### src/int_to_decimal_ascii_top_macros.svh
// Assertion helpers, clocked on i_clk.
`ifndef INT_TO_DECIMAL_ASCII_TOP_MACROS_SVH
`define INT_TO_DECIMAL_ASCII_TOP_MACROS_SVH

// Checked only while out of reset.
`define ITDA_ASSERT(lbl, prop, msg) \
    lbl: assert property (@(posedge i_clk) disable iff (!i_rst_n) prop) else $error(msg);

// Checked on every edge, reset included.
`define ITDA_ASSERT_ALWAYS(lbl, prop, msg) \
    lbl: assert property (@(posedge i_clk) prop) else $error(msg);

`endif

### src/itda_pkg.sv
`default_nettype none

package itda_pkg;

    localparam int VALUE_W    = 32;
    localparam int CODE_W     = 6;
    localparam int NUM_DIGITS = 10;
    localparam int BCD_W      = 4 * NUM_DIGITS;
    localparam int BIT_CNT_W  = $clog2(VALUE_W);
    localparam int DIG_CNT_W  = $clog2(NUM_DIGITS + 1);

    localparam logic [CODE_W-1:0] CHAR_ZERO  = CODE_W'(48);
    localparam logic [CODE_W-1:0] CHAR_MINUS = CODE_W'(45);

    typedef logic [BCD_W-1:0] t_bcd;

    // add-3 correction on every BCD digit of 5 or more, ahead of a left shift
    function automatic t_bcd bcd_adjust(input t_bcd bcd);
        t_bcd res;
        res = bcd;
        for (int i = 0; i < NUM_DIGITS; i++) begin
            if (bcd[4*i +: 4] >= 4'd5) begin
                res[4*i +: 4] = bcd[4*i +: 4] + 4'd3;
            end
        end
        return res;
    endfunction

endpackage

`default_nettype wire

### src/int_to_decimal_ascii_top.sv
// Channel  | Direction | Handshake            | Ports
// item in  | input     | start & !busy        | i_value
// item out | output    | o_valid, one cycle   | o_char_code, o_last
//
// Magnitude to BCD by shift-and-add-3, one bit per cycle.
// Leading zeros are then dropped at one digit per cycle (up to 9 digits, the last digit always kept),
// and the text leaves at one character per cycle (1 to 11 characters).
// Reset (i_rst_n low, synchronous) returns the sequencer to idle, no strobe.
// The receiver cannot stall; characters of one item leave back to back.
`default_nettype none

module int_to_decimal_ascii_top (
    input  wire logic                                i_clk,
    input  wire logic                                i_rst_n,
    input  wire logic                                start,
    input  wire logic signed [itda_pkg::VALUE_W-1:0] i_value,
    output logic                                     busy,
    output logic                                     o_valid,
    output logic             [itda_pkg::CODE_W-1:0]  o_char_code,
    output logic                                     o_last
);

    localparam logic [2:0] S_IDLE = 3'd0;
    localparam logic [2:0] S_CONV = 3'd1;
    localparam logic [2:0] S_SKIP = 3'd2;
    localparam logic [2:0] S_SIGN = 3'd3;
    localparam logic [2:0] S_EMIT = 3'd4;

    logic [2:0]                         r_state, n_state;
    logic [itda_pkg::VALUE_W-1:0]       r_bin, n_bin;
    itda_pkg::t_bcd                     r_bcd, n_bcd;
    logic [itda_pkg::BIT_CNT_W-1:0]     r_bit, n_bit;
    logic [itda_pkg::DIG_CNT_W-1:0]     r_cnt, n_cnt;
    logic                               r_neg, n_neg;
    logic                               r_valid, n_valid;
    logic [itda_pkg::CODE_W-1:0]        r_char, n_char;
    logic                               r_last, n_last;

    itda_pkg::t_bcd                     bcd_adj;
    logic [3:0]                         top_dig;

    assign bcd_adj = itda_pkg::bcd_adjust(r_bcd);
    assign top_dig = r_bcd[itda_pkg::BCD_W-1 -: 4];

    always_comb begin
        n_state = r_state;
        n_bin   = r_bin;
        n_bcd   = r_bcd;
        n_bit   = r_bit;
        n_cnt   = r_cnt;
        n_neg   = r_neg;
        n_valid = 1'b0;
        n_char  = r_char;
        n_last  = r_last;
        unique case (r_state)
            S_IDLE: begin
                if (start) begin
                    n_neg   = i_value[itda_pkg::VALUE_W-1];
                    n_bin   = i_value[itda_pkg::VALUE_W-1] ? (~i_value + 1'b1) : i_value;
                    n_bcd   = '0;
                    n_bit   = '0;
                    n_state = S_CONV;
                end
            end
            S_CONV: begin
                {n_bcd, n_bin} = {bcd_adj[itda_pkg::BCD_W-2:0], r_bin, 1'b0};
                n_bit          = r_bit + 1'b1;
                if (r_bit == itda_pkg::BIT_CNT_W'(itda_pkg::VALUE_W - 1)) begin
                    n_cnt   = itda_pkg::DIG_CNT_W'(itda_pkg::NUM_DIGITS);
                    n_state = S_SKIP;
                end
            end
            S_SKIP: begin
                if (top_dig == 4'd0 && r_cnt > itda_pkg::DIG_CNT_W'(1)) begin
                    n_bcd = {r_bcd[itda_pkg::BCD_W-5:0], 4'd0};
                    n_cnt = r_cnt - 1'b1;
                end else begin
                    n_state = r_neg ? S_SIGN : S_EMIT;
                end
            end
            S_SIGN: begin
                n_valid = 1'b1;
                n_char  = itda_pkg::CHAR_MINUS;
                n_last  = 1'b0;
                n_state = S_EMIT;
            end
            S_EMIT: begin
                n_valid = 1'b1;
                n_char  = itda_pkg::CHAR_ZERO + {2'b00, top_dig};
                n_last  = (r_cnt == itda_pkg::DIG_CNT_W'(1));
                n_bcd   = {r_bcd[itda_pkg::BCD_W-5:0], 4'd0};
                n_cnt   = r_cnt - 1'b1;
                if (r_cnt == itda_pkg::DIG_CNT_W'(1)) begin
                    n_state = S_IDLE;
                end
            end
            default: begin
                n_state = S_IDLE;
            end
        endcase
    end

    always_ff @(posedge i_clk) begin
        if (!i_rst_n) begin
            r_state <= S_IDLE;
            r_valid <= 1'b0;
        end else begin
            r_state <= n_state;
            r_valid <= n_valid;
        end
        r_bin  <= n_bin;
        r_bcd  <= n_bcd;
        r_bit  <= n_bit;
        r_cnt  <= n_cnt;
        r_neg  <= n_neg;
        r_char <= n_char;
        r_last <= n_last;
    end

    assign busy        = (r_state != S_IDLE);
    assign o_valid     = r_valid;
    assign o_char_code = r_char;
    assign o_last      = r_last;

`include "int_to_decimal_ascii_top_macros.svh"

    `ITDA_ASSERT(a_accept_busy, start && !busy |=> busy && !o_valid, "accept did not start work")
    `ITDA_ASSERT(a_run_contig, o_valid && !o_last |=> o_valid, "gap inside one item's text")
    `ITDA_ASSERT(a_more_busy, o_valid && !o_last |-> busy, "idle while text remains")
    `ITDA_ASSERT(a_minus_not_last, o_valid && o_char_code == itda_pkg::CHAR_MINUS |-> !o_last, "sign flagged last")
    `ITDA_ASSERT_ALWAYS(a_reset_quiet, !i_rst_n |=> !o_valid && !busy, "activity after reset")

endmodule

`default_nettype wire

### config.mk
export PLATFORM = sky130hd
export DESIGN_NAME = int_to_decimal_ascii_top
export DESIGN_NICKNAME = d
export VERILOG_FILES = /design/src/itda_pkg.sv /design/src/int_to_decimal_ascii_top.sv
export VERILOG_INCLUDE_DIRS = /design/src /design/src/src
export SDC_FILE = /design/constraint.sdc
export NUM_CORES = 1
export LEC_CHECK = 0
export ABC_AREA = 1
export BUFFER_PORTS_ARGS = -buffer_cell sky130_fd_sc_hd__buf_2
export CORE_ASPECT_RATIO = 1.5
export CORE_MARGIN = 1
export CORE_UTILIZATION = 50
export CTS_CLUSTER_DIAMETER = 200
export CTS_CLUSTER_SIZE = 8
export DETAILED_ROUTE_END_ITERATION = 16
export PLACE_DENSITY = 0.8
export SLEW_MARGIN = 20
export SYNTH_ARGS = -nofsm -noshare
export SYNTH_HDL_FRONTEND = slang
export SYNTH_SLANG_ARGS = --single-unit
### constraint.sdc
create_clock -name i_clk -period 5.5 [get_ports i_clk]
set_input_delay 1.375 -clock i_clk [delete_from_list [all_inputs] [get_ports i_clk]]
set_output_delay 1.375 -clock i_clk [all_outputs]
set_load 0.02 [all_outputs]
==> results of run 1 <==
[power by group through the flow]
stage                     logic [mW]  registers, mW  clock network (mW)
after global placement          1.27           1.45                   0
after global routing            1.53           1.49               0.672
after detailed placement        1.31           1.46                   0
after floorplan                 1.03           1.42                   0
final                           1.33           1.45               0.630
after CTS                       1.32           1.45               0.646
[metrics by stage]
step	utilization (%)	total power [mW]	std cells
6_report	56.59	3.411	891
4_1_cts	56.35	3.414	890
2_1_floorplan	-	2.459	700
3_3_place_gp	53.63	2.714	874
5_1_grt	56.59	3.691	891
3_5_place_dp	53.63	2.770	874
[worst register-to-register path: stages, from the launching register on]
cell	delay (ns)
edfxtp_1	0.41
inv_1	0.09
ha_1	0.22
o21ai_0	0.20
nand4_1	0.19
nand2_1	0.14
o31ai_1	0.08
inv_1	0.27
buf_4	0.46
[flip-flops by register name (all words and copies together) (netlist names)]
name         count
o_valid          1
o_last           1
r_cnt            4
r_neg            1
r_bin           32
r_bcd           40
r_state          3
o_char_code      5
r_bit            5
[worst max-delay path by stage]
stage / startpoint / to / slack [ns] / depth (start not counted)
after CTS: i_value[31] / r_bin[22] / 2.81 / 9
after detailed placement: i_value[31] / r_bin[22] / 2.46 / 9
final: i_value[31] / r_bin[22] / 2.77 / 9
after global routing: i_value[31] / r_bin[22] / 2.64 / 9
after global placement: i_value[31] / r_bin[30] / 2.50 / 8
after floorplan: start / r_bin[0] / 0.95 / 2
[cell usage in the layout (no fill, tap or decap), drive strengths merged, types with 2 or more instances in the layout]
cell type,instances
a21oi,32
a31oi,2
buf,45
clkbuf,10
clkinv,3
dfxtp,4
edfxtp,88
ha,26
inv,97
nand2,162
nand3,48
nand3b,6
nand4,5
nor2,95
o21ai,70
o31ai,3
o32ai,17
or2,3
xor2,15
[per-layer routing]
layer | routed length (um) | vias to the layer above | part of all wire [%] | GRT usage, %
met5 | 0 | - | 0 | 0
met4 | 237 | 0 | 2.1 | 10.48
met3 | 417 | 18 | 3.6 | 3.041
met2 | 6218 | 131 | 54 | 38.17
met1 | 4643 | 2176 | 40 | 20.60
li1 | - | 2416 | - | -
[layout make-up]
class	count	area [sq um]
timing repair buffer	45	252.7
clock buffer	10	239.0
multi-input combinational	492	2656
tap	150	187.7
inverter	96	360.3
clock inverter	6	72.57
sequential	92	2723
fill	1020	4980
[kinds of logic after synthesis]
| kind of cell | after synthesis |
|---|---|
| DFF | 92 |
| buffers and inverters | 116 |
| other | 1 |
| xor gates and xnor gates | 16 |
| and+or+nand+nor | 322 |
| adders and majority gates | 26 |
| AOI/OAI and AO/OA | 127 |
==> results.txt, run 1 <==
----------------------------------------------------
[Global route]
  Combined global-route utilization of all metal layers ... 19.87%
  First-pass GRT wire length ... 19.30 mm
  Largest net degree at the start of global routing ... 69
  Antenna violations before repair ... 0
  Number of global-route vias before repair ... 4,584
  Total congestion overflow after global routing ... 0

[Clock network]
  Clock transition at path regs ... 0.06 ns
  TritonCTS clock tree ... built
  Post-CTS repair timing setup buffer count ... 0
  Sink count of the clock tree ... 92
  Buffer levels on the longest clock path ... 2
  Clock buffers created by TritonCTS ... 9
  Clock Latency Late Sink ... between 0.3 and 0.4 ns
  Cells resized by post-CTS repair ... 0
  H-tree lvl count ... 3
  # hold bufs at CTS ... 0
  Master cell of the clock root buffer ... clkbuf_16

[Yosys]
  Net count of the mapped netlist ... 761
  Number of standard cells after synthesis ... 700
  Sequential share of the synthesized area ... 46.54%
  Number of distinct library cell variants in the gate-level netlist after synthesis ... 39
  Compound-Gate Fraction of Synth Area ... 13.52%
  Async set-reset flop share out of synthesis ... 0%
  Library cell occupying the most area in the post-synthesis netlist ... edfxtp_1
  Most frequent cells after synthesis ... 157 x nand2_1, 91 x inv_1, 90 x nor2_1, 88 x edfxtp_1, 68 x o21ai_0
  Multiplexer share of the synthesized area ... 0%
  Post-synth top area share ... 45.17%
  Number of storage elements in the synthesis netlist ... 92
  Xor/xnor share of the synthesized area ... 2.395%
  Simple-gate share of the synthesized area ... a little under a quarter
  Mean post-synth cell area ... 8.358 sq um
  Cell area after technology mapping ... 5851 sq um
  Main area contributors after synthesis ... edfxtp_1 45%, nand2_1 10%, inv_1 5.8%
  Main combinational cell family by area after synthesis ... simple AND/OR/NAND/NOR gates
  Post-synth EDFFs ... 88
  Post-Synth Adder-Cell Area ... 5.560%
  Count of warnings emitted by yosys ... 0
  Most frequent cell after synthesis ... nand2_1
  Dominant synthesized flop cell ... edfxtp_1

[Worst setup path]
  Worst path arrival time ... roughly 2.8 ns
  Reg-to-reg endpoint ... r_bcd[20]
  Depth of the most critical reg-to-reg path ... 8
  Req. time, crit path ... between 5 and 6 ns
  Kind of start point of the critical path ... input pin
  Highest net fanout along the worst path ... 29
  Crit-path max cell delay ... between 0.4 and 0.5 ns
  Cell chain of the critical path ... buf_2 > inv_1 > nor2_1 > nand3b_4 > inv_1 > nand3_1 > nand2_1 > nand3_1 > nand2_1
  Slowest stage cell on the critical path ... buf_2
  Largest delay share family, worst path ... buffers and inverters
  Launch point of the worst reg-to-reg path ... r_cnt[0]
  Buffers & Inverters on Critical Path ... 3
  Worst Setup Path Type ... in2reg
  Kind of capture point of the worst setup path ... flip-flop
  Reg2reg setup slack ... 3.07 ns

[Die]
  Row count ... 48
  Core footprint ... 11,470 sq um
  Number of top-level design ports ... between 40 and 50
  Die area ... 12,150 sq um
  Initial core utilization ... 51.00%
  Vertical die dimension ... roughly 130 um
  Horiz. Die Dim ... 90.32 um

[Pwr]
  Pwr Density ... between 500 and 600 nW/um^2
  Leakage power ... 2.807 nW
  Maximum ir drop on the vdd rail ... between 0.2 and 0.25 mV
  Sw Ratio ... between 30% and 40%
  Proportion of power drawn by combinational gates ... 39.1%
  Net switching power of the design ... 1.350 mW
  Design internal power ... 2.061 mW
  Sequential fraction of design power ... 42.4%
  Portion of total power attributed to the clock network ... approximately 19%

[Final layout]
  Finished Cell Area ... 6491 sq um
  Fraction of final layout cells sized beyond drive strength 1 ... about 13%
  Ant. Diodes ... 0
  Synth-to-layout area growth ... 10.95%
  Count of nets after finishing ... 797

[Drt]
  Remaining routing DRC violations ... 0
  Detailed Route Iter0 Violations ... 241
  Final routed wirelength across all metal layers ... 11.52 mm
  Number of routed nets with antenna violations ... 0
  Total via count after detailed routing ... 4,741
  Router iterations before antenna repair ... 5
  Routed wire length per instance ... 12.92 um
  Via density ... 5.321

[Timing]
  Setup repair after global routing missed its margin ... no
  Final critical path time including I/O delays and setup ... about 2.7 ns
  Slew at the pin with the worst max-slew slack ... 0.8009 ns
  Tcrit/Tclk final ... 49.60%
  Final-report max-slew violation count ... 0
  Aggregate negative setup slack ... 0 ns
  Hold slack final ... roughly 0.53 ns
  Worst Setup Slack, final ... 2.772 ns
  Final hold violation count ... 0
  Max_slew headroom ... 46.61%
  Setup skew after layout ... between 0.008 and 0.009 ns
  Total of endpoints with negative setup slack in the final report ... 0
  Maximum clock frequency ... 366.5 MHz

[Min path]
  Number of instances on the worst hold path ... 2
  Class of the tightest hold or removal check ... reg2reg
  Worst-case hold path end point ... r_bin[30]
  Hold Crit Start ... r_bin[29]

[Place]
  Number of input and output port buffers inserted ... 42
  Post-detailed-placement cell area ... 6152 sq um
  Post-Place Worst Slack ... 2.457 ns
  GPL Wtd Cong ... 0.8376
  Final HPWL DP ... 8.298 mm

[Run status]
  Outcome ... complete, no violations

[Flow run]
  Max Cap Viol ... 0

----------------------------------------------------
Power figures use the tool's default switching activity.
==> inputs of run 2 (changes only) <==
Clock period 5.5 ns to 2.6 ns, I/O delays scaled along.
==> run 2 against run 1 <==
- combinational power is 120% higher
- count of clock-buffer cells in the layout rose by 2
- largest cell class unchanged
- critical path depth shrank 1
- cell count up 0.45%
- clock skew fell by 0.0033 ns
- first-iteration DRC count grew 47%
- wire length rose by 0.11%
- sequential cell count stayed put
- largest power group unchanged
- sequential power increased by 110%
==> results.txt, run 2 (same netlist as run 1, synthesis figures left out) <==
----------------------------------------------------
[Min path]
  Class of the tightest hold or removal check ... in2reg
  Worst-case hold path end point ... r_state[1]
  Number of instances on the worst hold path ... 3 (+1)
  Hold Crit Start ... i_rst_n

[Worst setup path]
  Cell chain of the critical path ... inv_1 > ha_1 > o21ai_0 > nand4_1 > nand2_1 > o31ai_1 > inv_1 > buf_12
  Reg-to-reg endpoint ... r_bcd[16]
  Req. time, crit path ... 2.62 ns (-2.97 ns)
  Crit-path max cell delay ... 0.41 ns (about the same)
  Worst Setup Path Type ... reg2reg
  Launch point of the worst reg-to-reg path ... r_cnt[0]
  Kind of start point of the critical path ... flip-flop
  Kind of capture point of the worst setup path ... flip-flop
  Highest net fanout along the worst path ... 40 (+38%)
  Most frequent cell on the critical path ... inv_1
  Worst path arrival time ... 1.98 ns (-0.84 ns)
  Reg2reg setup slack ... 0.65 ns (-2.42 ns)
  Slowest stage cell on the critical path ... edfxtp_1
  Depth of the most critical reg-to-reg path ... 8 (unchanged)

[Pwr]
  Total design power ... 7.369 mW (+120%)
  Leakage power ... 2.840 nW (+1.2%)
  Pwr Density ... 1125 nW/um^2 (+110%)
  Maximum ir drop on the vdd rail ... 0.5438 mV (+120%)

[Timing]
  Final-report max-slew violation count ... 0 (unchanged)
  Total of endpoints with negative setup slack in the final report ... 0 (unchanged)
  Aggregate negative setup slack ... 0 ns (unchanged)
  Max_slew headroom ... 52.04% (+5.4 points)
  Maximum clock frequency ... 511.7 MHz
  Tcrit/Tclk final ... 75.17%
  Hold slack final ... 0.5164 ns (-0.009253 ns)
  Setup repair after global routing missed its margin ... no
  Final critical path time including I/O delays and setup ... between 1.5 and 2 ns
  Final hold violation count ... 0 (unchanged)
  Slew at the pin with the worst max-slew slack ... 0.7184 ns (-0.08246 ns)
  Setup skew after layout ... 0.005134 ns (-0.003274 ns)

[Clock network]
  Master cell of the clock root buffer ... clkbuf_16
  Post-CTS repair timing setup buffer count ... 0 (unchanged)
  Clock Latency Late Sink ... 0.33 ns (about the same)
  Sink count of the clock tree ... 92 (unchanged)
  H-tree lvl count ... 3 (unchanged)
  Clock buffers created by TritonCTS ... 9 (unchanged)
  Buffer levels on the longest clock path ... 2 (unchanged)
  # hold bufs at CTS ... 0 (unchanged)
  TritonCTS clock tree ... built
  Cells resized by post-CTS repair ... 0 (unchanged)
  Clock transition at path regs ... 0.06 ns (about the same)

[Final layout]
  Sequential cell area ... 2723 sq um (unchanged)
  Count of nets after finishing ... 801 (+0.50%)
  Largest reg by FF count ... r_bcd
  Commonest cells after routing, fill and taps aside ... 157 x nand2_1, 91 x inv_1, 90 x nor2_1
  Synth-to-layout area growth ... 11.98%
  Number of flip-flops under the largest register name ... 40 (unchanged)
  Share of the core filled with cells in the final layout ... 57.11% (+0.52 points)
  Ant. Diodes ... 0 (unchanged)
  Count of non-filler cells in the finished layout ... 895 (+0.45%)
  Fraction of final layout cells sized beyond drive strength 1 ... 13.02% (+0.33 points)
  Area used by multi-input combinational logic ... 2656 sq um (unchanged)
  Layout fillers ... 971 (-4.8%)
  Most frequent standard cell in the layout excluding fill and tap cells ... nand2_1
  Leading registers by flop count ... r_bcd x40, r_bin x32

[Drt]
  Via density ... 5.230 (-1.7%)
  Total via count after detailed routing ... 4,681 (-1.3%)
  Routed wire length per instance ... 12.88 um (-0.33%)
  Number of routed nets with antenna violations ... 0 (unchanged)
  Final routed wirelength across all metal layers ... 11.53 mm (+0.11%)
  Detailed Route Iter0 Violations ... 354 (+47%)
  Router iterations before antenna repair ... 5 (unchanged)
  Remaining routing DRC violations ... 0 (unchanged)

[Place]
  DP Cell Count ... 878 (+0.46%)
  GPL Wtd Cong ... 0.8839 (+5.5%)
  Number of input and output port buffers inserted ... 42 (unchanged)
  Final HPWL DP ... 8.371 mm (+0.89%)

[Global route]
  Number of global-route vias before repair ... 4,560 (-0.52%)
  Antenna violations before repair ... 0 (unchanged)
  Total congestion overflow after global routing ... 0 (unchanged)
  First-pass GRT wire length ... 19.38 mm (+0.39%)
  Combined global-route utilization of all metal layers ... 19.63% (-0.24 points)
  Largest net degree at the start of global routing ... 42 (-39%)

[Die]
  Initial core utilization ... 51.00% (unchanged)
  Row count ... 48 (unchanged)
  Vertical die dimension ... 134.5 um (unchanged)
  Die area ... 12,150 sq um (unchanged)
  Number of top-level design ports ... 44 (unchanged)
  Core footprint ... 11,470 sq um (unchanged)
  Horiz. Die Dim ... 90.32 um (unchanged)

[Run status]
  Outcome ... complete, no violations

[Flow run]
  Max Cap Viol ... 0 (unchanged)

----------------------------------------------------
## run 2: worst max-delay path: cells and delay by family (launching register included)
family          cells  cell delay (ns)
fa+ha+maj           1             0.22
flops               1             0.41
buf+inv             3             0.43
compound gates      2             0.24
simple gates        2             0.31
## run 2: report_power, final
group | switching [mW] | internal [mW]
clock | 0.530 | 0.893
sequential | 0.396 | 2.67
combinational | 1.92 | 0.951
## run 2: worst max-delay path by stage
stage / cells past startpoint / startpoint / endpoint / slack (ns)
2_1_floorplan: 7 / r_cnt[0] / r_bcd[0] / 0.36
3_3_place_gp: 3 / start / r_bin[0] / 0.52
3_5_place_dp: 10 / i_value[1] / r_bin[30] / 0.48
4_1_cts: 5 / r_state[0] / r_bin[18] / 0.54
5_1_grt: 8 / r_cnt[0] / r_bcd[16] / 0.51
6_report: 8 / r_cnt[0] / r_bcd[16] / 0.65
## run 2: area by class of cell
cell class | instances | area share (%)
clock buffers | 12 | 3.915
clock inverters | 4 | 1.108
inverters | 96 | 5.500
multi-input cells | 492 | 40.55
flip-flops and latches | 92 | 41.56
well taps | 150 | 2.865
repair buffers | 49 | 4.507
## run 2: layer usage
| layer | up-vias | wire [um] | track usage [%] |
|---|---|---|---|
| li1 | 2422 | - | - |
| met1 | 2132 | 4864 | 22.28 |
| met2 | 105 | 5983 | 35.92 |
| met3 | 22 | 359 | 2.421 |
| met4 | 0 | 322 | 10.30 |
| met5 | - | 0 | 0 |
## run 2: stage by stage
stage	cell area [sq um]	setup slack, ns
floorplan	5854	0.3613
global placement	6195	0.5202
detailed placement	6195	0.4815
CTS	6524	0.5380
global route	6551	0.5134
finish	6551	0.6456
==> inputs of run 3 (changes only) <==
Clock period 2.6 ns to 1.95 ns, I/O delays scaled along.
==> run 3 against run 2 <==
- sequential cell count did not move
- clock power rose by 15%
- worst hold slack got worse by 0.17 ns
- sequential power rose by 34%
- utilization rose by 0.27 points
==> results.txt, run 3 (same netlist as run 1, synthesis figures left out) <==
----------------------------------------------------
[Worst setup path]
  Cell chain of the critical path ... nor2_2 > inv_2 > nor2_2 > inv_4 > buf_4 > buf_2
  Most frequent cell on the critical path ... nor2_2
  CP Depth ... 6 (-2)
  Critical Path Sink ... busy
  Worst Setup Path Type ... reg2out
  Depth of the most critical reg-to-reg path ... 5 (-3)
  Slowest stage cell on the critical path ... dfxtp_2
  Kind of capture point of the worst setup path ... output pin
  Highest net fanout along the worst path ... 3 (-93%)
  Reg2reg setup slack ... 0.11 ns (-0.54 ns)
  Buffers & Inverters on Critical Path ... 4 (+1)
  Largest delay share family, worst path ... buffers and inverters
  Crit-path max cell delay ... 0.33 ns (-0.08 ns)
  Beginning of the critical path ... r_state[0]
  Reg-to-reg endpoint ... r_bin[20]
  Req. time, crit path ... 1.46 ns (-1.16 ns)
  Launch point of the worst reg-to-reg path ... r_state[0]
  Kind of start point of the critical path ... flip-flop
  Worst path arrival time ... 1.37 ns (-0.61 ns)

[Die]
  Horiz. Die Dim ... 90.32 um (unchanged)
  Vertical die dimension ... 134.5 um (unchanged)
  Core footprint ... 11,470 sq um (unchanged)
  Number of top-level design ports ... 44 (unchanged)
  Die area ... 12,150 sq um (unchanged)
  Row count ... 48 (unchanged)
  Initial core utilization ... 51.00% (unchanged)

[Timing]
  Max_slew headroom ... 38.14% (-14 points)
  Final hold violation count ... 0 (unchanged)
  Setup repair after global routing missed its margin ... no
  Tcrit/Tclk final ... roughly 95%
  Setup skew after layout ... 0.007646 ns (+0.002512 ns)
  Final critical path time including I/O delays and setup ... 1.861 ns
  Maximum clock frequency ... 537.2 MHz
  Slew at the pin with the worst max-slew slack ... 0.9278 ns (+0.2094 ns)
  Final-report max-slew violation count ... 0 (unchanged)
  Total of endpoints with negative setup slack in the final report ... 0 (unchanged)

[Final layout]
  Synth-to-layout area growth ... 12.51%
  Share of the core filled with cells in the final layout ... 57.38% (+0.27 points)
  Fraction of final layout cells sized beyond drive strength 1 ... 15.05% (+2.0 points)
  Largest reg by FF count ... r_bcd
  Most frequent standard cell in the layout excluding fill and tap cells ... nand2_1
  Ant. Diodes ... 0 (unchanged)
  Leading registers by flop count ... r_bcd x40, r_bin x32
  Commonest cells after routing, fill and taps aside ... 156 x nand2_1, 89 x inv_1, 88 x nor2_1, 88 x edfxtp_1, 66 x o21ai_0
  Count of nets after finishing ... 807 (+0.75%)
  Number of flip-flops under the largest register name ... 40 (unchanged)
  Finished Cell Area ... 6583 sq um (+0.48%)

[Pwr]
  Leakage power ... 2.829 nW (-0.39%)
  Pwr Density ... 1486 nW/um^2 (+32%)
  Maximum ir drop on the vdd rail ... 0.7694 mV (+41%)

[Place]
  Number of input and output port buffers inserted ... 42 (unchanged)
  GPL Wtd Cong ... 0.8685 (-1.7%)
  Post-detailed-placement cell area ... 6287 sq um (+1.5%)
  Final HPWL DP ... 8.825 mm (+5.4%)

[Min path]
  Class of the tightest hold or removal check ... in2reg

[Global route]
  Combined global-route utilization of all metal layers ... 21.20% (+1.6 points)
  Largest net degree at the start of global routing ... 45 (+7.1%)
  First-pass GRT wire length ... 20.72 mm (+6.9%)
  Antenna violations before repair ... 0 (unchanged)
  Number of global-route vias before repair ... 4,807 (+5.4%)
  Total congestion overflow after global routing ... 0 (unchanged)

[Clock network]
  TritonCTS clock tree ... built
  H-tree lvl count ... 3 (unchanged)
  Master cell of the clock root buffer ... clkbuf_16
  # hold bufs at CTS ... 0 (unchanged)
  Clock Latency Late Sink ... 0.35 ns (+0.02 ns)
  Clock transition at path regs ... 0.07 ns (about the same)
  Sink count of the clock tree ... 92 (unchanged)
  Post-CTS repair timing setup buffer count ... 0 (unchanged)
  Buffer levels on the longest clock path ... 2 (unchanged)
  Clock buffers created by TritonCTS ... 9 (unchanged)

[Drt]
  Router iterations before antenna repair ... 5 (unchanged)
  Via density ... 5.417 (+3.6%)
  Total via count after detailed routing ... 4,881 (+4.3%)
  Routed wire length per instance ... 13.51 um (+4.8%)
  Remaining routing DRC violations ... 0 (unchanged)
  Final routed wirelength across all metal layers ... 12.17 mm (+5.6%)
  Number of routed nets with antenna violations ... 0 (unchanged)
  Detailed Route Iter0 Violations ... 345 (-2.5%)

[Flow run]
  Max Cap Viol ... 0 (unchanged)

[Run status]
  Outcome ... complete, no violations

----------------------------------------------------
==> run 3: repair_timing <==
| item | 4_1_cts | 5_1_grt |
|---|---|---|
| resized for setup | 1 | 3 |
| pin swaps | 1 | 1 |
| cloned | 1 | 0 |
| hold endpoints to repair | 0 | 0 |
| endpoints found under the setup margin | 38 | 34 |
==> run 3: power breakdown <==
part | internal (mW) | total [mW] | leakage (nW) | switching (mW)
sequential | 3.57 | 4.10 | 0.903 | 0.530
combinational | 1.35 | 4.04 | 1.80 | 2.69
clock | 0.873 | 1.64 | 0.125 | 0.763
total | 5.79 | 9.78 | 2.83 | 3.99
==> run 3: worst min-delay path by stage <==
stage               cells after the start          to  slack [ns]       from
floorplan                               2   r_bin[11]        0.49  r_bin[10]
finish                                  3  r_state[1]        0.34    i_rst_n
global route                            3  r_state[1]        0.34    i_rst_n
detailed placement                      2   r_bin[18]        0.51  r_bin[17]
global placement                        2   r_bin[11]        0.50  r_bin[10]
CTS                                     3  r_state[1]        0.33    i_rst_n
==> run 3: cell type report <==
class / instances / area (sq um)
fill: 982 / 4888
sequential: 92 / 2725
multi-input combinational: 493 / 2698
inverter: 96 / 369.1
timing repair buffer: 54 / 325.3
clock buffer: 10 / 229.0
tap: 150 / 187.7
clock inverter: 6 / 48.80
==> run 3: stage by stage <==
step           total power [mW]  TNS [ns]  setup WS [ns]  instances  hold slack (ns)
3_5_place_dp              8.101    -1.391       -0.05081        884           0.5097
5_1_grt                   10.53         0       0.001846        901           0.3424
2_1_floorplan             6.991    -2.350       -0.05874        700           0.4947
6_report                  9.781         0        0.08859        901           0.3436
4_1_cts                   9.818         0        0.06246        901           0.3296
3_3_place_gp              7.840         0        0.02899        884           0.5047
==> run 3: worst register-to-register path, delay by kind of cell, from the launching register on <==
family,cells,cell delay (ns)
flops,1,0.33
simple gates,2,0.27
buf+inv,2,0.12
compound gates,1,0.74
==> run 3: per-layer routing <==
| metal | track usage [%] | vias up | part of all wire [%] |
|---|---|---|---|
| li1 | - | 2440 | - |
| met5 | 0 | - | 0 |
| met2 | 39.86 | 118 | 54 |
| met3 | 3.941 | 20 | 3.6 |
| met4 | 10.13 | 0 | 2.0 |
| met1 | 22.71 | 2303 | 40 |
